$ cat config.mk
export PLATFORM = sky130hd
export DESIGN_NAME = jddm_cordic_cell
export DESIGN_NICKNAME = d
export VERILOG_FILES = /design/src/rtl/joystick_differential_drive_mixer_unit_defines.svh /design/src/rtl/jddm_pkg.sv /design/src/rtl/jddm_cordic_cell.sv
export SDC_FILE = /design/constraint.sdc
export NUM_CORES = 1
export LEC_CHECK = 0
export ABC_CLOCK_PERIOD_IN_PS = 17310
export BUFFER_PORTS_ARGS = -buffer_cell sky130_fd_sc_hd__buf_2
export CAP_MARGIN = 20
export CORE_MARGIN = 2
export CORE_UTILIZATION = 50
export DETAILED_ROUTE_END_ITERATION = 10
export HOLD_SLACK_MARGIN = 0.08
export PLACE_DENSITY = 0.77
export SETUP_SLACK_MARGIN = 0.15
export SLEW_MARGIN = 20
export SYNTH_ARGS = -nofsm -noshare
export SYNTH_HDL_FRONTEND = slang
export SYNTH_SLANG_ARGS = --single-unit
$ cat constraint.sdc
create_clock -name clock -period 17.31 [get_ports clock]
set_input_delay 3.462 -clock clock [delete_from_list [all_inputs] [get_ports clock]]
set_output_delay 3.462 -clock clock [all_outputs]
set_load 0.005 [all_outputs]
$ cat src/rtl/joystick_differential_drive_mixer_unit_defines.svh
// Assertion macros for the joystick mixer
`ifndef JOYSTICK_DIFFERENTIAL_DRIVE_MIXER_UNIT_DEFINES_SVH
`define JOYSTICK_DIFFERENTIAL_DRIVE_MIXER_UNIT_DEFINES_SVH
`ifndef ASSERT_OFF
`define JDDM_ASSERT(lbl, clk, rst, prop, msg) \
   lbl: assert property (@(posedge clk) disable iff (rst) prop) else $error(msg);
`define JDDM_ASSERT_ALWAYS(lbl, clk, prop, msg) \
   lbl: assert property (@(posedge clk) prop) else $error(msg);
`else
`define JDDM_ASSERT(lbl, clk, rst, prop, msg)
`define JDDM_ASSERT_ALWAYS(lbl, clk, prop, msg)
`endif
`endif

$ cat src/rtl/jddm_pkg.sv
`default_nettype none
package jddm_pkg;

   localparam int XW = 27;
   localparam int ZW = 34;
   localparam int QW = 24;
   localparam int AW = 17;
   localparam int DIV_BITS = 16;
   localparam int TAB_LEN = 24;

   localparam logic [31:0] INV_GAIN = 32'd2608131496;
   localparam logic [31:0] PI_UNITS = 32'h8000_0000;

   localparam logic [31:0] ATAN_TAB [TAB_LEN] = '{
      32'd536870912, 32'd316933406, 32'd167458907, 32'd85004756, 32'd42667331,
      32'd21354465, 32'd10679838, 32'd5340245, 32'd2670163, 32'd1335087,
      32'd667544, 32'd333772, 32'd166886, 32'd83443, 32'd41722, 32'd20861,
      32'd10430, 32'd5215, 32'd2608, 32'd1304, 32'd652, 32'd326, 32'd163, 32'd81
   };

   typedef enum logic [1:0] {
      REG_FULL_SCALE = 2'd0,
      REG_MAX_DRIVE  = 2'd1,
      REG_DUTY_TOP   = 2'd2,
      REG_NONE       = 2'd3
   } reg_index_type;

   typedef struct packed {
      logic                 valid;
      logic signed [XW-1:0] x;
      logic signed [XW-1:0] y;
      logic signed [ZW-1:0] z;
   } cordic_stage_type;

   typedef struct packed {
      logic                valid;
      logic                sat;
      logic [QW-1:0]       r;
      logic [DIV_BITS-1:0] qt;
      logic [AW-1:0]       a;
   } div_stage_type;

   typedef struct packed {
      logic               valid;
      logic signed [10:0] left;
      logic signed [10:0] right;
   } drive_type;

endpackage
`default_nettype wire

$ cat src/rtl/jddm_cordic_cell.sv
`default_nettype none
module jddm_cordic_cell #(
   parameter int STEP = 0
) (
   input  wire                           clock,
   input  wire                           reset,
   input  wire                           en,
   input  jddm_pkg::cordic_stage_type    st_i,
   output jddm_pkg::cordic_stage_type    st_o
);
   jddm_pkg::cordic_stage_type st_ff, st_in;
   logic signed [jddm_pkg::XW-1:0] xs, ys;
   logic signed [jddm_pkg::ZW-1:0] ang;

   always_comb begin
      xs = st_i.x >>> STEP;
      ys = st_i.y >>> STEP;
      ang = $signed({2'b00, jddm_pkg::ATAN_TAB[STEP]});
      st_in = st_i;
      if (st_i.y < 0) begin
         st_in.x = st_i.x - ys;
         st_in.y = st_i.y + xs;
         st_in.z = st_i.z - ang;
      end else begin
         st_in.x = st_i.x + ys;
         st_in.y = st_i.y - xs;
         st_in.z = st_i.z + ang;
      end
   end

   always_ff @(posedge clock) begin
      if (reset) begin
         st_ff.valid <= 1'b0;
      end else if (en) begin
         st_ff <= st_in;
      end
   end

   assign st_o = st_ff;
endmodule
`default_nettype wire

Word-level counts from Yosys, hierarchy flattened
Cells that the tools add are included.
{"block": "classes", "addsub": 5, "reduce_logical": 1, "bitwise_logic": 1, "magnitude_cmp": 1, "n_mux": 1}
{"operator": "$mux 88", "count": 1}
{"operator": "$sub 27x27->27", "count": 2}
{"operator": "$add 34x31->34 const B", "count": 1}
{"operator": "$sub 34x31->34 const B", "count": 1}
{"operator": "$add 27x27->27", "count": 1}
{"operator": "$lt 27x1->1 const B", "count": 1}
{"operator": "$reduce_and 2->1", "count": 1}
{"operator": "$not 1->1", "count": 1}
{"block": "totals", "in_bits": 92, "output_inout_bits": 89, "register_bits": 89}

Logic depth before layout (Yosys ltp)
{"block": "depth", "ltp_word": 2, "depth_mapped": 12, "depth_no_buf": 11}

Worst setup path after synthesis
No wires, ideal clock.
{"block": "synth_timing", "kind": "in2reg", "startpoint": "in reset", "endpoint": "reg st_ff, in the netlist st_o[0], enable pin", "setup_ps": 545, "stages": 1, "t_required_ps": 16765, "arrival_time_ps": 7337, "slack_ps": 9428, "cell_sequence": "nor2b_1"}
{"block": "synth_via", "elab_chain_cells": 2}
{"element": "start, declared", "line_no": "jddm_cordic_cell.sv:6", "source": "input wire reset,"}
{"element": "$not 1->1 (no line)"}
{"element": "$reduce_and 2->1 (no line)"}
{"element": "end signal, assigned", "line_no": "jddm_cordic_cell.sv:35", "source": "st_ff <= st_in;"}
{"element": "end, declared", "line_no": "jddm_cordic_cell.sv:11", "source": "jddm_pkg::cordic_stage_type st_ff, st_in;"}
Every way passes these cells.
A chain may end at the register's enable or synchronous reset.

==> key figures <==
Global route
  • Number of antenna violations at the first check in global routing: 0
  • Global-route wire length before repair: 32.08 mm
  • Largest net degree at the start of global routing: 76
  • All-layer global routing usage: 0.2549
  • Remaining global-route overflow: 0
  • Via count of the first global-routing pass: 6008

Power
  • Combinational share of power: 0.331
  • Internal power consumption: 0.0004449 W
  • Part of the power in the clock network: 0.260
  • Net Sw Frac: 0.3267
  • Register share of total power: 0.409
  • Switching power total: 0.0002159 W
  • Power density over the cells: 76.98 nW/um^2
  • Leakage: 3.827 nW
  • Total chip power: 0.0006608 W
  • Maximum vdd ir drop: 0.00004297 V

Cells and area
  • Number of inserted filler cells in the final layout: 1279
  • Final cell count without fillers: 1143
  • Area occupied by multi-input gates: 4227 um^2
  • Ant diodes: 0
  • Number of flip-flops in the largest register: 88
  • Layout area overhead: 17.49%
  • Net count, final: 1140
  • Combined flip-flop and latch cell area: 2633 um^2
  • Ratio of cells with drive above 1 in the final layout: 0.2127
  • Post-route standard cell area excluding fillers: 8583 um^2

STA
  • Hold slack: 0.5402 ns
  • Hold Violations, Final: 0
  • Tcrit/Tclk final: 0.3538
  • Highest achievable clock rate: 163.3 MHz
  • Post-layout min period: 6.125 ns
  • Normalized max-slew margin: 0.4116
  • Slew @ Worst Pin: 0.8826 ns
  • Unrepaired setup endpoints after global routing: false
  • Sum of negative setup slack: 0 ns
  • Total setup violations reported at the end of the flow: 0
  • Post-Route Skew: 0 ns
  • Final max-slew violation count: 0

Clock network
  • Clock transition at path regs: 0.06 ns
  • Clock tree root driver cell: sky130_fd_sc_hd__clkbuf_16
  • Number of setup buffers added after CTS: 0
  • Number of hold buffers added after cts: 0
  • CTS Buf Count: 9
  • Resized Gates After CTS: 0
  • Clock Sink Count: 88
  • Number of H-tree levels: 3
  • Clock tree from TritonCTS: done
  • Number of buffers on the longest clock path: 2
  • Insertion delay to the later sink of the worst-skew pair: 0.33 ns

Synthesis
  • Sequential share of the synthesized area: 0.3603
  • Library cells used by synthesis: 65
  • Share of flip-flops with an asynchronous set or reset: 0
  • Netlist Area Pre-Place: 7306 um^2
  • Synthesized area divided by synthesized cell count: 9.155 um^2
  • Synthesized flop and latch total: 88
  • Number of enable-type register cells in the synthesized netlist: 87
  • Cell taking the most area after synthesis: sky130_fd_sc_hd__edfxtp_1
  • Top post-synthesis cells by area: sky130_fd_sc_hd__edfxtp_1 (36%), sky130_fd_sc_hd__ha_1 (15%), sky130_fd_sc_hd__a21oi_1 (5.7%)
  • Area share of the leading cell type in the synthesized netlist: 0.3576
  • Number of instances in the synthesized netlist: 798
  • Syn_nets: 984
  • Yosys warning total: 0
  • Synth Flop Type: sky130_fd_sc_hd__edfxtp_1

Floorplanning
  • Area of the die: 15600 um^2
  • Initial core utilization: 0.5065
  • Area of the core region: 14420 um^2
  • Width of the die: 124.9 um
  • Number of top-level pins: 181
  • Core Rows: 44
  • Floorplan die height: 124.9 um

Critical path
  • Worst setup SP type: input pin
  • Origin of the critical flop-to-flop path: st_o[88]
  • Critical path peak fanout: 12
  • Internal reg-to-reg setup slack: 16.69 ns
  • Worst Path Required: 17.37 ns
  • Type of element capturing the critical path: register
  • Start-to-end type of the worst setup path: in -> reg
  • Signal arrival time at the worst endpoint: 6.19 ns
  • Cell count of the worst reg-to-reg path: 2
  • RR Endpoint: st_o[88]

Placed design
  • Final HPWL DP: 16.45 mm
  • Instance area after placement: 8320 um^2
  • Port Buf Inserts: 180
  • Number of cells in the design after placement: 1127
  • Final weighted congestion in routability-driven placement: 0.9736

Flow run
  • Number of max-cap violations: 0

Route
  • Wire length per cell: 17.99 um
  • Number of vias in the routed layout: 6659
  • Via-per-instance ratio: 5.826
  • DRC Markers: 0
  • Count of antenna-violating nets left after detailed routing: 0
  • Drt first-iter violations: 883
  • Final wirelength: 20.57 mm
  • Iteration count of the initial detailed-routing pass: 6

Status
  • Status: finished clean

Min path
  • Sink of the worst hold path: st_o[88]
  • Worst hold start: st_o[88]
  • Worst Hold Class: reg -> reg
  • Worst Hold Depth: 2
==> placed cells by master, fill, tap and decap left out, types with 15 or more instances in the layout <==
cell                       netlist  layout
sky130_fd_sc_hd__ha_1           90      90
sky130_fd_sc_hd__a21o_1         15      15
sky130_fd_sc_hd__buf_2           0     180
sky130_fd_sc_hd__nor2_1         69      69
sky130_fd_sc_hd__o21ai_0        48      48
sky130_fd_sc_hd__nand2_1        42      42
sky130_fd_sc_hd__a21oi_1        83      83
sky130_fd_sc_hd__xnor2_1        44      44
sky130_fd_sc_hd__o31ai_1        15      15
sky130_fd_sc_hd__inv_1          75      75
sky130_fd_sc_hd__edfxtp_1       87      87
==> cell families after synthesis <==
group / after synthesis / share of synthesized area
muxes: 10 / 0.01370
buffers and inverters: 120 / 0.06217
AOI/OAI and AO/OA: 249 / 0.2180
xor gates and xnor gates: 54 / 0.06474
and+or+nand+nor: 183 / 0.1159
adders and majority gates: 94 / 0.1651
DFF: 88 / 0.3603
==> area by class of cell <==
cell class,count,area share
Clock buffer,10,0.02668
Clock inverter,6,0.003936
Inverter,82,0.03586
Multi-Input combinational cell,590,0.4924
Sequential cell,88,0.3067
Tap cell,184,0.02682
Timing Repair Buffer,183,0.1076
==> synthesized netlist by cell type (all sizes together) (15+ instances only) <==
cell,instances
o31ai,15
inv,77
a21o,15
nand2,42
nor2,69
clkbuf,28
edfxtp,87
xnor2,44
a21oi,83
o21ai,50
ha,90
==> per-layer routing <==
layer  share of wire  track usage  wire length [um]
met1            0.45       0.3787              9219
met2            0.44       0.3880              9057
met3           0.092      0.04510              1900
met4           0.019      0.06078               388
met5               0            0                 0
==> metrics by stage <==
| step | setup WS [ns] | util |
|---|---|---|
| 2_1_floorplan | 9.428 | - |
| 3_3_place_gp | 10.91 | 0.5769 |
| 3_5_place_dp | 10.91 | 0.5769 |
| 4_1_cts | 11.26 | 0.5951 |
| 5_1_grt | 11.06 | 0.5951 |
| 6_report | 11.18 | 0.5951 |
==> power by group through the flow <==
stage / registers [W] / clock network (W) / logic [W]
after floorplan: 0.000278 / 0 / 0.000133
after global placement: 0.000274 / 0 / 0.000212
after detailed placement: 0.000275 / 0 / 0.000214
after CTS: 0.000270 / 0.000176 / 0.000215
after global routing: 0.000272 / 0.000185 / 0.000238
final: 0.000270 / 0.000172 / 0.000219
==> worst max path at each step <==
stage	from	to	slack, ns	depth (start not counted)
4_1_cts	st_i[36]	st_o[60]	11.26	11
3_3_place_gp	st_i[42]	st_o[59]	10.91	11
2_1_floorplan	reset	st_o[0]	9.43	1
3_5_place_dp	st_i[36]	st_o[60]	10.91	11
5_1_grt	st_i[43]	st_o[82]	11.06	11
6_report	st_i[38]	st_o[57]	11.18	11
==> worst max-delay path, stage by stage <==
cell and delay, ns:
sky130_fd_sc_hd__buf_2 0.10, sky130_fd_sc_hd__inv_1 0.05, sky130_fd_sc_hd__ha_1 0.45, sky130_fd_sc_hd__a21oi_1 0.31, sky130_fd_sc_hd__and2_1 0.19, sky130_fd_sc_hd__o21a_1 0.20
sky130_fd_sc_hd__o21ai_0 0.21, sky130_fd_sc_hd__a21boi_0 0.65, sky130_fd_sc_hd__o221ai_1 0.21, sky130_fd_sc_hd__mux2i_1 0.25, sky130_fd_sc_hd__xnor2_1 0.10
No activity file was read; power rests on OpenSTA's default activity.
