**config.mk**
```make
export PLATFORM = sky130hd
export DESIGN_NAME = jddm_mix
export DESIGN_NICKNAME = d
export VERILOG_FILES = /design/src/rtl/joystick_differential_drive_mixer_unit_defines.svh /design/src/rtl/jddm_pkg.sv /design/src/rtl/jddm_mix.sv
export SDC_FILE = /design/constraint.sdc
export NUM_CORES = 2
export LEC_CHECK = 0
export BUFFER_PORTS_ARGS = -buffer_cell sky130_fd_sc_hd__buf_2
export CORE_UTILIZATION = 55
export CTS_CLUSTER_DIAMETER = 60
export CTS_CLUSTER_SIZE = 30
export DETAILED_ROUTE_END_ITERATION = 10
export GPL_ROUTABILITY_DRIVEN = 0
export PLACE_DENSITY = 0.74
export REMOVE_ABC_BUFFERS = 1
export SYNTH_ARGS = -nofsm -noshare
export SYNTH_HDL_FRONTEND = slang
export SYNTH_SLANG_ARGS = --single-unit
```
**constraint.sdc**
```tcl
create_clock -name clock -period 10.6 [get_ports clock]
set_clock_uncertainty 0.15 [all_clocks]
set_input_delay 2.12 -clock clock [delete_from_list [all_inputs] [get_ports clock]]
set_output_delay 2.12 -clock clock [all_outputs]
set_load 0.02 [all_outputs]
```
**src/rtl/joystick_differential_drive_mixer_unit_defines.svh**
```systemverilog
// Assertion macros for the joystick mixer
`ifndef JOYSTICK_DIFFERENTIAL_DRIVE_MIXER_UNIT_DEFINES_SVH
`define JOYSTICK_DIFFERENTIAL_DRIVE_MIXER_UNIT_DEFINES_SVH
`ifndef ASSERT_OFF
`define JDDM_ASSERT(lbl, clk, rst, prop, msg) \
   lbl: assert property (@(posedge clk) disable iff (rst) prop) else $error(msg);
`define JDDM_ASSERT_ALWAYS(lbl, clk, prop, msg) \
   lbl: assert property (@(posedge clk) prop) else $error(msg);
`else
`define JDDM_ASSERT(lbl, clk, rst, prop, msg)
`define JDDM_ASSERT_ALWAYS(lbl, clk, prop, msg)
`endif
`endif

```
**src/rtl/jddm_pkg.sv**
```systemverilog
`default_nettype none
package jddm_pkg;

   localparam int XW = 27;
   localparam int ZW = 34;
   localparam int QW = 24;
   localparam int AW = 17;
   localparam int DIV_BITS = 16;
   localparam int TAB_LEN = 24;

   localparam logic [31:0] INV_GAIN = 32'd2608131496;
   localparam logic [31:0] PI_UNITS = 32'h8000_0000;

   localparam logic [31:0] ATAN_TAB [TAB_LEN] = '{
      32'd536870912, 32'd316933406, 32'd167458907, 32'd85004756, 32'd42667331,
      32'd21354465, 32'd10679838, 32'd5340245, 32'd2670163, 32'd1335087,
      32'd667544, 32'd333772, 32'd166886, 32'd83443, 32'd41722, 32'd20861,
      32'd10430, 32'd5215, 32'd2608, 32'd1304, 32'd652, 32'd326, 32'd163, 32'd81
   };

   typedef enum logic [1:0] {
      REG_FULL_SCALE = 2'd0,
      REG_MAX_DRIVE  = 2'd1,
      REG_DUTY_TOP   = 2'd2,
      REG_NONE       = 2'd3
   } reg_index_type;

   typedef struct packed {
      logic                 valid;
      logic signed [XW-1:0] x;
      logic signed [XW-1:0] y;
      logic signed [ZW-1:0] z;
   } cordic_stage_type;

   typedef struct packed {
      logic                valid;
      logic                sat;
      logic [QW-1:0]       r;
      logic [DIV_BITS-1:0] qt;
      logic [AW-1:0]       a;
   } div_stage_type;

   typedef struct packed {
      logic               valid;
      logic signed [10:0] left;
      logic signed [10:0] right;
   } drive_type;

endpackage
`default_nettype wire

```
**src/rtl/jddm_mix.sv**
```systemverilog
`default_nettype none
module jddm_mix (
   input  wire                        clock,
   input  wire                        reset,
   input  wire                        en,
   input  wire  [9:0]                 max_drive,
   input  wire                        m_valid,
   input  wire  [jddm_pkg::AW-1:0]    m,
   input  wire  [jddm_pkg::AW-1:0]    a,
   output jddm_pkg::drive_type        drv_o
);
   typedef struct packed {
      logic               valid;
      logic signed [35:0] pl;
      logic signed [35:0] pr;
   } power_type;

   localparam logic signed [17:0] UNIT = 18'sd65536;

   power_type          pw_ff, pw_in;
   jddm_pkg::drive_type drv_ff, drv_in;
   logic signed [17:0] low4, fl, fr, ms;

   function automatic logic signed [10:0] scale(input logic signed [35:0] p,
                                                input logic [9:0] md);
      logic [35:0] mag;
      logic [42:0] prod;
      logic [10:0] dq;
      logic [9:0]  d;
      mag = p[35] ? 36'(-p) : 36'(p);
      prod = mag[32:0] * md;
      dq = prod[42:32];
      d = (dq > {1'b0, md}) ? md : dq[9:0];
      return p[35] ? -$signed({1'b0, d}) : $signed({1'b0, d});
   endfunction

   always_comb begin
      low4 = $signed({1'b0, a[14:0], 2'b00});
      ms = $signed({1'b0, m});
      case (a[16:15])
         2'd0: begin fl = UNIT;        fr = low4 - UNIT; end
         2'd1: begin fl = UNIT - low4; fr = UNIT;        end
         2'd2: begin fl = -UNIT;       fr = UNIT - low4; end
         default: begin fl = low4 - UNIT; fr = -UNIT;    end
      endcase
      pw_in.valid = m_valid;
      pw_in.pl = ms * fl;
      pw_in.pr = ms * fr;
      drv_in.valid = pw_ff.valid;
      drv_in.left = scale(pw_ff.pl, max_drive);
      drv_in.right = scale(pw_ff.pr, max_drive);
   end

   always_ff @(posedge clock) begin
      if (reset) begin
         pw_ff.valid <= 1'b0;
         drv_ff.valid <= 1'b0;
      end else if (en) begin
         pw_ff <= pw_in;
         drv_ff <= drv_in;
      end
   end

   assign drv_o = drv_ff;
endmodule
`default_nettype wire
```
-- After elaboration in Yosys (flattened, before gate mapping)
Index checks and enable logic that the tools add are counted.
- $add $sub $neg: 6
- multiply operators: 4
- divide/modulo/power cells: 0
- magnitude comparators: 2
- eq/ne operators: 2
- shift-type cells: 0
- mux-type cells: 8
- bitwise logic cells: 1
- reductions and logical operators: 2
- operators with widths (cell ; number):
    case mux 18 bit (3 select lines) ; 2
    multiplier 33 x 10 -> 43 bit ; 2
    multiplier 18 x 18 -> 36 bit ; 2
    two-way mux 33 bit ; 2
    negation 33 bit ; 2
    two-way mux 10 bit ; 4
    greater-than comparator 11 x 10 -> 1 bit ; 2
    negation 10 -> 11 bit ; 2
    subtractor 17 x 17 -> 18 bit, first input constant ; 1
    subtractor 17 x 17 -> 18 bit, second input constant ; 1
    equality test 2 x 1 -> 1 bit, second input constant ; 1
    equality test 2 bit, second input constant ; 1
    zero test 2 bit ; 1
    AND reduction 2 bit ; 1
    inverter 1 bit ; 1
- bits in registers: 96
- latch bits: 0
- RAM bits: 0
- bits in read-only memories: 0
- input bits: 48
- output and inout port bits: 23
- word-level logic and storage cells: 33
- memories: 0

-- Depth between registers and ports, before layout
- word-level depth: 7
- gate-level depth with buffers: 45
- gate-level depth less buffers: 43

-- Least setup slack after synthesis
No wires, ideal clock.
- path type: input port to flip-flop
- start: input port max_drive[1]
- end: register drv_ff (netlist bit drv_o[19]) (data pin)
- library setup time: 0.263 ns
- data arrival time: 10.229 ns
- data required time: 10.187 ns
- slack: -0.042 ns
- stages: 34
- path buffers: 3
- cell sequence: clkbuf_1 -> clkbuf_1 -> clkbuf_1 -> nand2_1 -> fa_1 -> inv_1 -> fa_1 -> fa_1 -> fa_1 -> inv_1 -> fa_1 -> inv_1 -> ha_1 -> nand4_1 -> nor2_1 -> nand2_1 -> o311ai_0 -> nor2_1 -> o311ai_0 -> ha_1 -> nand3_1 -> a21oi_1 -> o31ai_1 -> a21oi_1 -> o31a_1 -> o32a_1 -> a211o_1 -> nand2_2 -> mux2i_1 -> ha_1 -> inv_1 -> or4b_1 -> o211ai_1 -> xor2_1
- RTL lines (item ; RTL line ; RTL):
    start: declaration ; jddm_mix.sv:6 ; input wire [9:0] max_drive,
    end signal: assignment ; jddm_mix.sv:60 ; drv_ff <= drv_in;
    end: declaration ; jddm_mix.sv:21 ; jddm_pkg::drive_type drv_ff, drv_in;

-- Worst setup path in the final report
- start: register pw_ff[7] (netlist bit)
- end: register drv_ff (netlist bit drv_o[10]) (data pin)
- longest elaborated chain between the ends: 6
- ends and longest elaborated chain (item ; RTL line ; RTL):
    start: declaration ; jddm_mix.sv:20 ; power_type pw_ff, pw_in;
    start signal: assignment ; jddm_mix.sv:59 ; pw_ff <= pw_in;
    negation 33 bit ; jddm_mix.sv:30 ; mag = p[35] ? 36'(-p) : 36'(p);
    two-way mux 33 bit (*) ; jddm_mix.sv:30 ;
    multiplier 33 x 10 -> 43 bit (*) ; jddm_mix.sv:31 ; prod = mag[32:0] * md;
    greater-than comparator 11 x 10 -> 1 bit ; jddm_mix.sv:33 ; d = (dq > {1'b0, md}) ? md : dq[9:0];
    two-way mux 10 bit (*) ; jddm_mix.sv:33 ;
    negation 10 -> 11 bit (*) ; jddm_mix.sv:34 ; return p[35] ? -$signed({1'b0, d}) : $signed({1'b0, d});
Mark *: on every way between the ends. The rest lies on a longest branch, timed or not.
A chain may end at the register's enable or synchronous reset.

==> flow_metrics.env <==
export IMPL_synth_seq_cells=88
export IMPL_hold_viol_final=0
export IMPL_grt_start_max_net_pins=66
export IMPL_dp_hpwl_um=87200
export IMPL_grt_use_total_pct=29.1
export IMPL_grt_pass1_wl_um=179000
export IMPL_synthArstFlopShare_pct=0
export IMPL_period_share_pct=99.2
export IMPL_fin_nets=6226
export IMPL_core_um2=74900
export IMPL_drt_pass1_iterations=6
export IMPL_avgSynthCellArea_um2=8.92
export IMPL_critPathLaunchType="flop"
export IMPL_synth_warnings=0
export IMPL_synth_ff_type="edfxtp_1"
export IMPL_slew_limit_headroom_pct=20.5
export IMPL_vias=32871
export IMPL_critPathCaptureType="flop"
export IMPL_start_util_pct=56.0
export IMPL_clk_latency_ps=420
export IMPL_die_x_um=278
export IMPL_drtIter0Drc=2341
export IMPL_grt_overflow_total=0
export IMPL_io_pin_count=71
export IMPL_tightest_slew_ps=1190
export IMPL_drive_above_1_share_pct=11.4
export IMPL_path_clk_slew_ps=100
export IMPL_synth_compound_area_share_pct=5.78
export IMPL_dpl_cell_area_um2=44700
export IMPL_wl_per_cell_um=18.7
export IMPL_final_setup_tns_ps=0
export IMPL_fillerInstances=6275
export IMPL_path_max_fanout=7
export IMPL_whs_ps=366
export IMPL_syn_cell_area_um2=42000
export IMPL_rsz0062_at_grt="yes"
export IMPL_synth_mux_area_share_pct=0.673
export IMPL_finalWirelength_um=109000
export IMPL_slowest_stage="or4_4"
export IMPL_drt_vias_per_instance=5.64
export IMPL_clk_path_buf_depth=2
export IMPL_area_growth_pct=10.0
export IMPL_yosys_area_share_simple_pct=17.9
export IMPL_cpMostUsedCell="fa_1"
export IMPL_synth_commonest_cells="inv_1 (921), fa_1 (874), nand2_1 (646)"
export IMPL_synth_xor_xnor_area_share_pct=4.32
export IMPL_seq_area_frac_synth_pct=6.25
export IMPL_fin_area_um2=46200
export IMPL_yosysUniqueCellTypes=84
export IMPL_hold_path_class="flop to flop"
export IMPL_cap_violations=0
export IMPL_cpPeakStageDelay_ps=600
export IMPL_grt_pass1_vias=35037
export IMPL_yosysTopAreaCell="fa_1"
export IMPL_final_min_clock_period_ps=10510
export IMPL_antenna_found_initial=2
export IMPL_h_tree_depth=3
export IMPL_antenna_left=0
export IMPL_synth_cells=4710
export IMPL_cts_tree="done"
export IMPL_io_buffers=70
export IMPL_die_area_um2=77500
export IMPL_final_max_slew_viol_count=0
export IMPL_arrival_ps=10550
export IMPL_cts_root_buf="clkbuf_16"
export IMPL_drt_met1_wl_um=44300
export IMPL_wl_met3_um=8080
export IMPL_numCtsBuffers=9
export IMPL_routed_top_layer="met5"
export IMPL_die_y_um=278
export IMPL_outcome="finished clean"
export IMPL_crit_type="flop to flop"
export IMPL_synth_top_family_by_area="adder cells"
export IMPL_clock_fmax_ghz=0.0951
export IMPL_required_ps=10640
export IMPL_synth_area_leaders="fa_1 (42%), ha_1 (13%), inv_1 (8.2%)"
export IMPL_cts_sinks=88
export IMPL_synth_edff_count=86
export IMPL_synth_top_area_share_pct=41.7
export IMPL_finalSetupViolations=0
export IMPL_yosysMostFrequentCell="inv_1"
export IMPL_rows=100
export IMPL_synth_adder_area_share_pct=55.0
export IMPL_met2_length_um=52500
export IMPL_drc=0
-- per-stage QoR --
step | instances | utilization (%) | setup slack [ps]
after floorplan | 4513 | - | -108
after global placement | 5784 | 59.6 | 85.7
after detailed placement | 5784 | 59.6 | -178
after CTS | 5800 | 60.1 | -35.8
after global routing | 5832 | 61.6 | -251
final | 5832 | 61.6 | 85.9
-- state kept, by name, indices dropped and copies added, names as in the netlist --
signal / flops
drv_in: 1
drv_o: 23
pw_ff: 64
-- layout by cell type, fill, tap and decap left out, types with 22 or more instances in the layout --
cell,instances
a21o_1,43
a21oi_1,89
and2_1,238
and3_1,90
buf_2,70
buf_4,242
edfxtp_1,86
fa_1,873
ha_1,437
inv_1,915
mux2i_1,22
nand2_1,636
nand2b_1,55
nand3_1,34
nor2_1,329
o21ai_0,52
xnor2_1,109
xor2_1,75
-- worst max-delay path, delay by kind of cell, from the launching register on --
family	cells	cell delay (ps)
simple gates	13	3310
flops	1	410
compound gates	11	2180
xor+xnor	1	220
fa+ha+maj	7	2980
buf+inv	9	1000
-- worst paths after layout --
path                                              start                       to  slack (ps)  depth (start not counted)
worst min register to register  drv_in[22]$_SDFFE_PP0P_  drv_in[22]$_SDFFE_PP0P_         370                          2
worst min-delay path            drv_in[22]$_SDFFE_PP0P_  drv_in[22]$_SDFFE_PP0P_         370                          2
worst max-delay path                 pw_ff[7]$_DFFE_PP_  drv_o[10]$_SDFFCE_PN0P_          90                         41
worst max register to register       pw_ff[7]$_DFFE_PP_  drv_o[10]$_SDFFCE_PN0P_          90                         41
-- layer usage --
metal | vias to the layer above | track usage (%)
li1 | 14741 | -
met1 | 16636 | 37.9
met2 | 1239 | 49.1
met3 | 251 | 4.31
met4 | 4 | 10.9
met5 | - | 0
-- cell type report --
class	instances	area, um^2	share of cell area [%]
multi-input cells	3502	36100	78.0
inverters	923	3470	7.50
flip-flops and latches	88	2620	5.68
repair buffers	333	2530	5.48
well taps	969	1210	2.62
clock buffers	9	225	0.487
clock inverters	7	85.1	0.184
diodes	1	2.50	0.00542
-- cell families (layout without fill, tap and decap cells) --
family | count (synthesis) | in the layout
and+or+nand+nor | 1581 | 1581
buffers and inverters | 1120 | 1272
AOI/OAI and AO/OA | 365 | 365
other | 0 | 1
adders and majority gates | 1321 | 1321
muxes | 28 | 28
xor gates and xnor gates | 207 | 207
DFF | 88 | 88
-- timing repair --
action	CTS	global route
endpoints found under the hold margin	0	0
setup endpoints to repair	9	18
resized for setup	8	183
hold buffers	0	0
pin swaps	1	67
cloned	0	1
buffers inserted	0	30
Power is not shown: default switching activity piles up to over one toggle a cycle in this logic, so the estimate is an artifact.
