<file path="config.mk">
export PLATFORM = sky130hd
export DESIGN_NAME = jddm_div_cell
export DESIGN_NICKNAME = d
export VERILOG_FILES = /design/src/rtl/joystick_differential_drive_mixer_unit_defines.svh /design/src/rtl/jddm_pkg.sv /design/src/rtl/jddm_div_cell.sv
export SDC_FILE = /design/constraint.sdc
export NUM_CORES = 1
export LEC_CHECK = 0
export BUFFER_PORTS_ARGS = -buffer_cell sky130_fd_sc_hd__buf_2
export CORE_MARGIN = 2
export CORE_UTILIZATION = 46
export DETAILED_ROUTE_END_ITERATION = 6
export GPL_TIMING_DRIVEN = 0
export PLACE_DENSITY = 0.85
export SLEW_MARGIN = 20
export SYNTH_ARGS = -nofsm -noshare
export SYNTH_HDL_FRONTEND = slang
export SYNTH_SLANG_ARGS = --single-unit
</file>
<file path="constraint.sdc">
create_clock -name clock -period 5.22 [get_ports clock]
set_input_delay 0.783 -clock clock [delete_from_list [all_inputs] [get_ports clock]]
set_output_delay 0.783 -clock clock [all_outputs]
set_load 0.05 [all_outputs]
</file>
<file path="src/rtl/joystick_differential_drive_mixer_unit_defines.svh">
// Assertion macros for the joystick mixer
`ifndef JOYSTICK_DIFFERENTIAL_DRIVE_MIXER_UNIT_DEFINES_SVH
`define JOYSTICK_DIFFERENTIAL_DRIVE_MIXER_UNIT_DEFINES_SVH
`ifndef ASSERT_OFF
`define JDDM_ASSERT(lbl, clk, rst, prop, msg) \
   lbl: assert property (@(posedge clk) disable iff (rst) prop) else $error(msg);
`define JDDM_ASSERT_ALWAYS(lbl, clk, prop, msg) \
   lbl: assert property (@(posedge clk) prop) else $error(msg);
`else
`define JDDM_ASSERT(lbl, clk, rst, prop, msg)
`define JDDM_ASSERT_ALWAYS(lbl, clk, prop, msg)
`endif
`endif

</file>
<file path="src/rtl/jddm_pkg.sv">
`default_nettype none
package jddm_pkg;

   localparam int XW = 27;
   localparam int ZW = 34;
   localparam int QW = 24;
   localparam int AW = 17;
   localparam int DIV_BITS = 16;
   localparam int TAB_LEN = 24;

   localparam logic [31:0] INV_GAIN = 32'd2608131496;
   localparam logic [31:0] PI_UNITS = 32'h8000_0000;

   localparam logic [31:0] ATAN_TAB [TAB_LEN] = '{
      32'd536870912, 32'd316933406, 32'd167458907, 32'd85004756, 32'd42667331,
      32'd21354465, 32'd10679838, 32'd5340245, 32'd2670163, 32'd1335087,
      32'd667544, 32'd333772, 32'd166886, 32'd83443, 32'd41722, 32'd20861,
      32'd10430, 32'd5215, 32'd2608, 32'd1304, 32'd652, 32'd326, 32'd163, 32'd81
   };

   typedef enum logic [1:0] {
      REG_FULL_SCALE = 2'd0,
      REG_MAX_DRIVE  = 2'd1,
      REG_DUTY_TOP   = 2'd2,
      REG_NONE       = 2'd3
   } reg_index_type;

   typedef struct packed {
      logic                 valid;
      logic signed [XW-1:0] x;
      logic signed [XW-1:0] y;
      logic signed [ZW-1:0] z;
   } cordic_stage_type;

   typedef struct packed {
      logic                valid;
      logic                sat;
      logic [QW-1:0]       r;
      logic [DIV_BITS-1:0] qt;
      logic [AW-1:0]       a;
   } div_stage_type;

   typedef struct packed {
      logic               valid;
      logic signed [10:0] left;
      logic signed [10:0] right;
   } drive_type;

endpackage
`default_nettype wire

</file>
<file path="src/rtl/jddm_div_cell.sv">
`default_nettype none
module jddm_div_cell #(
   parameter int BIT = 0
) (
   input  wire                        clock,
   input  wire                        reset,
   input  wire                        en,
   input  wire  [6:0]                 divisor,
   input  jddm_pkg::div_stage_type    st_i,
   output jddm_pkg::div_stage_type    st_o
);
   jddm_pkg::div_stage_type st_ff, st_in;
   logic [jddm_pkg::QW-1:0] dv;

   always_comb begin
      dv = jddm_pkg::QW'(divisor) << BIT;
      st_in = st_i;
      if (!st_i.sat && st_i.r >= dv) begin
         st_in.r = st_i.r - dv;
         st_in.qt[BIT] = 1'b1;
      end
   end

   always_ff @(posedge clock) begin
      if (reset) begin
         st_ff.valid <= 1'b0;
      end else if (en) begin
         st_ff <= st_in;
      end
   end

   assign st_o = st_ff;
endmodule
`default_nettype wire

</file>
### Word-level counts from Yosys, hierarchy flattened

Cells that the tools add are included.

| word-level totals | value |
|---|---|
| bits in registers | 59 |
| input port bits | 69 |
| output and inout bits | 59 |
| logic and storage cells | 13 |

| operators by class | value |
|---|---|
| reductions and logical operators | 3 |
| mux-type cells | 1 |
| $add $sub $neg | 1 |
| $lt $le $gt $ge | 1 |
| bitwise gates (word level) | 1 |

Operator list:

| kind | count |
|---|---|
| 24-bit by 7-bit >= comparator with 1-bit output | 1 |
| 24-bit 2-to-1 mux | 1 |
| 24-bit by 7-bit subtractor with 24-bit output | 1 |
| 2-bit AND reduction | 1 |
| 1-bit logical AND | 1 |
| 1-bit logical NOT | 1 |
| 1-bit inverter | 1 |

### Longest topological paths before layout

Gate-level depths: netlist of the first run.

| logic depth | value |
|---|---|
| depth after elaboration | 3 |
| mapped depth | 11 |
| mapped depth without buffers | 9 |

### Worst setup path before layout of the first run

OpenSTA, ideal clock, no wires.

| timing path | value |
|---|---|
| kind | input port to flip-flop |
| from | in reset |
| to | reg st_ff (netlist bit st_o[0]) (enable) |
| path slack | 1.358 ns |
| required time | 4.738 ns |
| cell stages on the path | 1 |
| arrival | 3.381 ns |
| buffers on the path | 0 |
| setup time | 0.482 ns |
| path through | nor2b_1 |

| between the ends | value |
|---|---|
| longest elaborated chain between the ends | 2 |

RTL lines:

| item | line | text |
|---|---|---|
| start, declared | jddm_div_cell.sv:6 | `input wire reset,` |
| 1-bit inverter (no source line) | - |  |
| 2-bit AND reduction (no source line) | - |  |
| end signal, assigned | jddm_div_cell.sv:28 | `st_ff <= st_in;` |
| end, declared | jddm_div_cell.sv:12 | `jddm_pkg::div_stage_type st_ff, st_in;` |

No other way between the ends.
A chain may end at the register's enable or synchronous reset.

==> flow_summary.json, run 1 <==
{
  "synth_edf_count": 58,
  "fmax_ghz": 0.314,
  "syn_area_um2": 2610,
  "rows": 27,
  "slew_headroom": 0.688,
  "numPortBuffers": 127,
  "path_class": "input pin to flip-flop",
  "cp_max_fo": 10,
  "synth.area.top_cells": "edfxtp_1 (67%), xor2_1 (4.7%), ha_1 (3.4%)",
  "cts-resized-gates": 0,
  "diodes": 0,
  "worst_pin_slew_ns": 0.464,
  "avgSynthCellArea_um2": 14.8,
  "crit_path_start_kind": "input pin",
  "maxCapViolCount": 0,
  "initial_utilization": 0.474,
  "vias": 1996,
  "fin_crit_sh": 0.611,
  "p_sw_w": 0.000367,
  "route.detailed.drc": 0,
  "hold_path.class": "flip-flop to flip-flop",
  "synth_xor_area_frac": 0.0671,
  "area_growth_syn_to_layout_pct": 37.0,
  "yosysWarnings": 0,
  "cts_buffers": 9,
  "cts_max_path_buffers": 2,
  "path_cells": "buf_2, or4_4, or4_4, or4_4, o31ai_4, buf_6, nor3_1, xor2_1",
  "final_nets": 393,
  "synth-seq-cells": 59,
  "use_met2": 0.373,
  "place.gp.congestion": 0.840,
  "dpl_cell_area_um2": 3390,
  "setup_tns_ns": 0,
  "cp_common_cell": "or4_4",
  "dpl.hpwl_mm": 4.78,
  "worst-path-buf-inv": 2,
  "synth_top_family_by_area": "simple AND/OR/NAND/NOR gates",
  "cts_sinks": 59,
  "yosys.area_share.simple": 0.109,
  "crit_arrival_ns": 3.26,
  "synth_fp_nets": 253,
  "wl_mm": 6.34,
  "path_clk_slew_ns": 0.06,
  "ys_types": 39,
  "timing.rr.end": "st_o[58]$_SDFFE_PP0P_",
  "wl_per_cell_um": 16.1,
  "finalHoldViolCount": 0,
  "grtUsageMet3": 0.0807,
  "htreeDepth": 3,
  "largest_reg_flops": 59,
  "initialDrtViolationCount": 94,
  "outcome": "completed",
  "yosys_most_used_dff": "edfxtp_1",
  "clock_skew_ns": 0,
  "grt_setup_unrepaired": "false",
  "dieArea_um2": 6290,
  "stdcell_area_um2": 3570,
  "netlist_instances": 176,
  "grt_use_total": 0.206,
  "grt_max_degree": 31,
  "reg2reg_depth": 2,
  "synth_compound_area_frac": 0.0758,
  "power_frac_seq": 0.467,
  "grt_pass1_wl_mm": 9.55,
  "crit_end": "st_o[48]$_DFFE_PP_",
  "min_period_ns": 3.19,
  "slowest_stage": "or4_4",
  "critPathCaptureType": "flip-flop",
  "vias_per_cell": 5.08,
  "async_flop_share": 0,
  "postCtsSetupRepairBufs": 0,
  "p_comb_frac": 0.210,
  "drive_above_1_share": 0.470,
  "ant_nets": 0,
  "setup_viol": 0,
  "ir_drop_mv": 0.158,
  "critical_path_cell_count": 8,
  "core_area_um2": 5510,
  "ctsRootBufferMaster": "clkbuf_8",
  "p_int_w": 0.000847,
  "grt-busiest-layer": "met2",
  "dieWidth_um": 79.3,
  "cts_tree": "yes",
  "yosysTopAreaCellShare": 0.668,
  "worstSetupStartpoint": "st_i[51]",
  "slew_viol_final": 0,
  "cp_slowest_stage_delay_ns": 0.58,
  "synth_mux_area_frac": 0.00815,
  "p_per_area_nw_per_um2": 340,
  "die_y_um": 79.3,
  "synth-adder-area-share": 0.0412,
  "ys_seq_area_frac": 0.675,
  "r2r-start": "st_o[58]$_SDFFE_PP0P_",
  "insertion_delay_ns": 0.33,
  "postCtsHoldBufs": 0,
  "cp.required_ns": 5.29,
  "overflow": 0,
  "swShare": 0.302,
  "clkPwrFrac": 0.323,
  "grt_use_met1": 0.217,
  "first_pass_iters": 4,
  "antenna_found_initial": 0,
  "yosys.area.top_type": "edfxtp_1",
  "p_leak_nw": 1.53,
  "regToRegSetupSlack_ns": 4.59,
  "path_delay_family": "simple AND/OR/NAND/NOR gates",
  "ios": 128,
  "grt_pass1_vias": 1964
}
==> how the worst min path moves through the flow <==
| stage | start | to | slack, ns | cells after the start |
|---|---|---|---|---|
| after floorplan | st_o[58]$_SDFFE_PP0P_ | st_o[58]$_SDFFE_PP0P_ | 0.73 | 2 |
| after global routing | st_o[58]$_SDFFE_PP0P_ | st_o[58]$_SDFFE_PP0P_ | 0.60 | 2 |
| final | st_o[58]$_SDFFE_PP0P_ | st_o[58]$_SDFFE_PP0P_ | 0.56 | 2 |
| after global placement | st_o[58]$_SDFFE_PP0P_ | st_o[58]$_SDFFE_PP0P_ | 0.47 | 2 |
| after detailed placement | st_o[58]$_SDFFE_PP0P_ | st_o[58]$_SDFFE_PP0P_ | 0.58 | 2 |
| after CTS | st_o[58]$_SDFFE_PP0P_ | st_o[58]$_SDFFE_PP0P_ | 0.57 | 2 |
==> logic make-up after synthesis <==
group / Yosys count
flip-flops: 59
adder cells (fa/ha/maj): 8
XOR/XNOR: 20
buffers and inverters: 11
multiplexers: 2
AO/OA/AOI/OAI: 27
AND/OR/NAND/NOR: 49
==> cell usage after synthesis (2+ instances only) <==
library cell,instances
nor3_1,9
nor2_1,8
nand2_1,7
nor2b_1,2
a21o_1,4
o21a_1,2
or4_4,3
nor4_1,4
or3_1,2
inv_1,9
edfxtp_1,58
or4_1,3
a21oi_1,2
o21ai_0,8
xnor2_1,6
xor2_1,14
o31a_1,3
ha_1,7
nand3_1,3
a211oi_1,3
==> layout make-up <==
class	instances	area, µm²
Buffer	2	26.3
Clock buffer	10	128
Tap cell	72	90.1
Multi-Input combinational cell	106	795
Fill cell	408	1930
Clock inverter	6	56.3
Inverter	9	33.8
Timing Repair Buffer	129	683
Sequential cell	59	1760
==> placed cells by master, fill, tap and decap left out, types with 2 or more instances in the layout <==
master,netlist,layout
ha_1,7,7
xnor2_1,6,6
clkbuf_8,0,9
or4_1,3,3
or3_1,2,2
clkinv_2,0,3
o21a_1,2,2
edfxtp_1,58,58
or4_4,3,3
buf_2,0,127
nand2_1,7,7
nor3_1,9,9
o31a_1,3,3
nand3_1,3,3
nor4_1,4,4
nor2_1,8,8
o21ai_0,8,8
a21o_1,4,4
xor2_1,14,14
a211oi_1,3,3
a21oi_1,2,2
inv_1,9,9
==> layer usage <==
layer,part of all wire,wire [µm],up-vias
li1,-,-,960
met5,0,0,-
met3,0.094,596,6
met1,0.38,2380,926
met4,0.012,74,0
met2,0.52,3290,104
==> power by group through the flow <==
| stage | logic (W) | clock network, W | registers [W] |
|---|---|---|---|
| finish | 0.000256 | 0.000392 | 0.000567 |
| global route | 0.000271 | 0.000413 | 0.000569 |
| CTS | 0.000256 | 0.000397 | 0.000567 |
| detailed placement | 0.000255 | 0 | 0.000577 |
| global placement | 0.000246 | 0 | 0.000578 |
| floorplan | 0.0000593 | 0 | 0.000695 |
==> metrics by stage <==
stage	hold slack [ns]	instances	worst slack, ns	power, W	util
final	0.565	393	2.03	0.00121	0.649
after detailed placement	0.576	377	1.68	0.000832	0.616
after global routing	0.603	393	1.96	0.00125	0.649
after floorplan	0.733	176	1.36	0.000754	-
after CTS	0.567	393	2.05	0.00122	0.649
after global placement	0.472	375	0.424	0.000824	0.606
==> worst reg2reg max path: stages, from the launching register on <==
cell	delay, ns
dfxtp_1	0.33
mux2i_1	0.13
nor2_1	0.06
(Power assumes the default switching activity.)
==> inputs of run 2 (changes only) <==
Settings changed: ABC_AREA set to 1, CORE_UTILIZATION 46 to 44, PLACE_DENSITY 0.85 to 0.81.
Clock period 5.22 ns to 2.85 ns, I/O delays scaled along.
==> run 2 against run 1 <==
  * Worst hold slack got worse by 0.29 ns
  * Power rose by 84%
  * Non-clock buffer count rose by 2
  * Wire length rose by 29%
  * Clock power rose by 57%
  * Largest cell class unchanged
  * Sequential power rose by 83%
  * Sequential cell count did not move
  * Register-to-register slack got worse by 2.3 ns
  * Core utilization fell by 6.0 points
  * Die area rose by 28%
  * Area after synthesis rose by 24%
  * Final cell count rose by 54%
==> flow_summary.json, run 2 <==
{
  "antenna_found_initial": 0,
  "hold_ws_ns": 0.271,
  "final_cells": 605,
  "cp.required_ns": 2.93,
  "crit_arrival_ns": 2.22,
  "critPathCaptureType": "flip-flop",
  "wl_per_cell_um": 13.6,
  "ant_nets": 0,
  "ios": 128,
  "cp_max_fo": 10,
  "dieWidth_um": 89.9,
  "slowest_stage": "fa_1",
  "yosys_most_used_dff": "edfxtp_1",
  "route.detailed.drc": 0,
  "cts-resized-gates": 0,
  "ys_seq_area_frac": 0.543,
  "fin_crit_sh": 0.751,
  "cp_common_cell": "nand2_2",
  "dpl.hpwl_mm": 6.61,
  "path_cells": "buf_2, inv_1, ha_1, fa_1, inv_1, nand2_2, nand3_4, nand2_2, nand2_2, nor2_4, nor2_8, inv_8, buf_8, nand2_1, nand2_1",
  "vias_per_cell": 4.69,
  "diodes": 0,
  "ys_top_cells_by_count": "nand2_1 (132), edfxtp_1 (58), inv_1 (42)",
  "ctsRootBufferMaster": "clkbuf_8",
  "crit_path_start_kind": "input pin",
  "yosysWarnings": 0,
  "synth_edf_count": 58,
  "pre_cts_slack_ns": 0.361,
  "stdcell_area_um2": 4220,
  "reg2reg_depth": 2,
  "r2r-start": "st_o[58]$_SDFFE_PP0P_",
  "netlist_instances": 362,
  "die_y_um": 89.9,
  "numPortBuffers": 127,
  "layout_commonest_cell": "nand2_1",
  "cts_buffers": 9,
  "worstSetupStartpoint": "st_i[33]",
  "grt_max_degree": 22,
  "synth_fp_nets": 439,
  "cp_slowest_stage_delay_ns": 0.42,
  "regToRegSetupSlack_ns": 2.24,
  "path_class": "input pin to flip-flop",
  "worst-path-buf-inv": 5,
  "yosysMostFrequentCell": "nand2_1",
  "cts_sinks": 59,
  "synth-seq-cells": 59,
  "ir_drop_mv": 0.198,
  "p_leak_nw": 1.98,
  "grt_pass1_wl_mm": 13.5,
  "min_period_ns": 2.14,
  "dieArea_um2": 8070,
  "postCtsHoldBufs": 0,
  "min_path_cells": 1,
  "path_clk_slew_ns": 0.06,
  "dpl_cell_area_um2": 4070,
  "core_area_um2": 7180,
  "yosys.area.top_type": "edfxtp_1",
  "rows": 31,
  "path_delay_family": "simple AND/OR/NAND/NOR gates",
  "fin_ws_ns": 0.709,
  "grt_use_total": 0.212,
  "ys_types": 31,
  "async_flop_share": 0,
  "overflow": 0,
  "finalHoldViolCount": 0,
  "timing.rr.end": "st_o[58]$_SDFFE_PP0P_",
  "worst_pin_slew_ns": 0.662,
  "initial_utilization": 0.452,
  "final_cell_mix": "nand2_1 (132), buf_2 (127), edfxtp_1 (58)",
  "p_per_area_nw_per_um2": 528,
  "largest_reg_flops": 59,
  "vias": 2838,
  "cts_tree": "yes",
  "grt_setup_unrepaired": "false",
  "hold_path.class": "input pin to flip-flop",
  "setup_viol": 0,
  "wl_mm": 8.20,
  "place.gp.congestion": 0.864,
  "cts_max_path_buffers": 2,
  "yosysTopAreaCellShare": 0.537,
  "power_w": 0.00223,
  "clock_skew_ns": 0,
  "fmax_ghz": 0.467,
  "maxCapViolCount": 0,
  "placedCellCount": 590,
  "syn_area_um2": 3240,
  "min-delay-start": "st_i[31]",
  "grt_pass1_vias": 2810,
  "htreeDepth": 3,
  "drive_above_1_share": 0.338,
  "final_nets": 579,
  "slew_viol_final": 0,
  "initialDrtViolationCount": 100,
  "first_pass_iters": 4,
  "outcome": "completed",
  "insertion_delay_ns": 0.32,
  "area_growth_syn_to_layout_pct": 30.2,
  "min_to": "st_o[31]$_DFFE_PP_",
  "synth.area.top_cells": "edfxtp_1 (54%), nand2_1 (15%), inv_1 (4.9%)",
  "avgSynthCellArea_um2": 8.96,
  "postCtsSetupRepairBufs": 0,
  "slew_headroom": 0.558
}
run 2: changes by cell type after synthesis, moves of 6 or more:
cell     delta
o21ai_1     +8
nor3_1      -8
inv_1      +33
o21ai_0     -7
nand3_1    +19
xor2_1     -12
nand2_2     +6
o21ai_2     +7
nand2_1   +125
nor2_1     +28
run 2: worst max-delay path by stage:
| stage | endpoint | depth (start not counted) |
|---|---|---|
| global placement | st_o[33]$_DFFE_PP_ | 3 |
| global route | st_o[49]$_DFFE_PP_ | 15 |
| CTS | st_o[49]$_DFFE_PP_ | 15 |
| detailed placement | st_o[49]$_DFFE_PP_ | 15 |
| finish | st_o[49]$_DFFE_PP_ | 15 |
| floorplan | st_o[0]$_DFFE_PP_ | 2 |
run 2: report_power, final:
part           internal [W]  switching (W)  leakage, nW
sequential          0.00103      0.0000134        0.549
clock              0.000302       0.000316       0.0783
combinational      0.000158       0.000415         1.35
run 2: area by class of cell:
cell class / instances / area, µm²
Clock inverter: 6 / 33.8
Buffer: 4 / 53.8
Fill cell: 631 / 2950
Timing Repair Buffer: 129 / 691
Sequential cell: 59 / 1760
Multi-Input combinational cell: 254 / 1260
Tap cell: 99 / 124
Inverter: 45 / 176
Clock buffer: 9 / 124
run 2: logic make-up after synthesis:
| family | count (synthesis) | synth area share |
|---|---|---|
| AND/OR/NAND/NOR | 218 | 0.294 |
| flip-flops | 59 | 0.543 |
| AO/OA/AOI/OAI | 22 | 0.0421 |
| XOR/XNOR | 6 | 0.0162 |
| adder cells (fa/ha/maj) | 8 | 0.0332 |
| buffers and inverters | 49 | 0.0710 |
run 2: worst reg2reg max path: cells and delay by family (launching register included):
| kind | cells | cell delay (ns) |
|---|---|---|
| simple gates | 1 | 0.06 |
| flops | 1 | 0.34 |
| compound gates | 1 | 0.14 |
run 2: through the flow:
| step | TNS [ns] | util |
|---|---|---|
| floorplan | 0 | - |
| global placement | -8.23 | 0.558 |
| detailed placement | 0 | 0.567 |
| CTS | 0 | 0.588 |
| global route | 0 | 0.588 |
| finish | 0 | 0.588 |
run 2: per-layer routing:
metal / routed length, µm / track usage / up-vias
li1: - / - / 1459
met2: 4040 / 0.375 / 107
met3: 506 / 0.0570 / 9
met4: 128 / 0.0628 / 0
met5: 0 / 0 / -
met1: 3520 / 0.255 / 1263
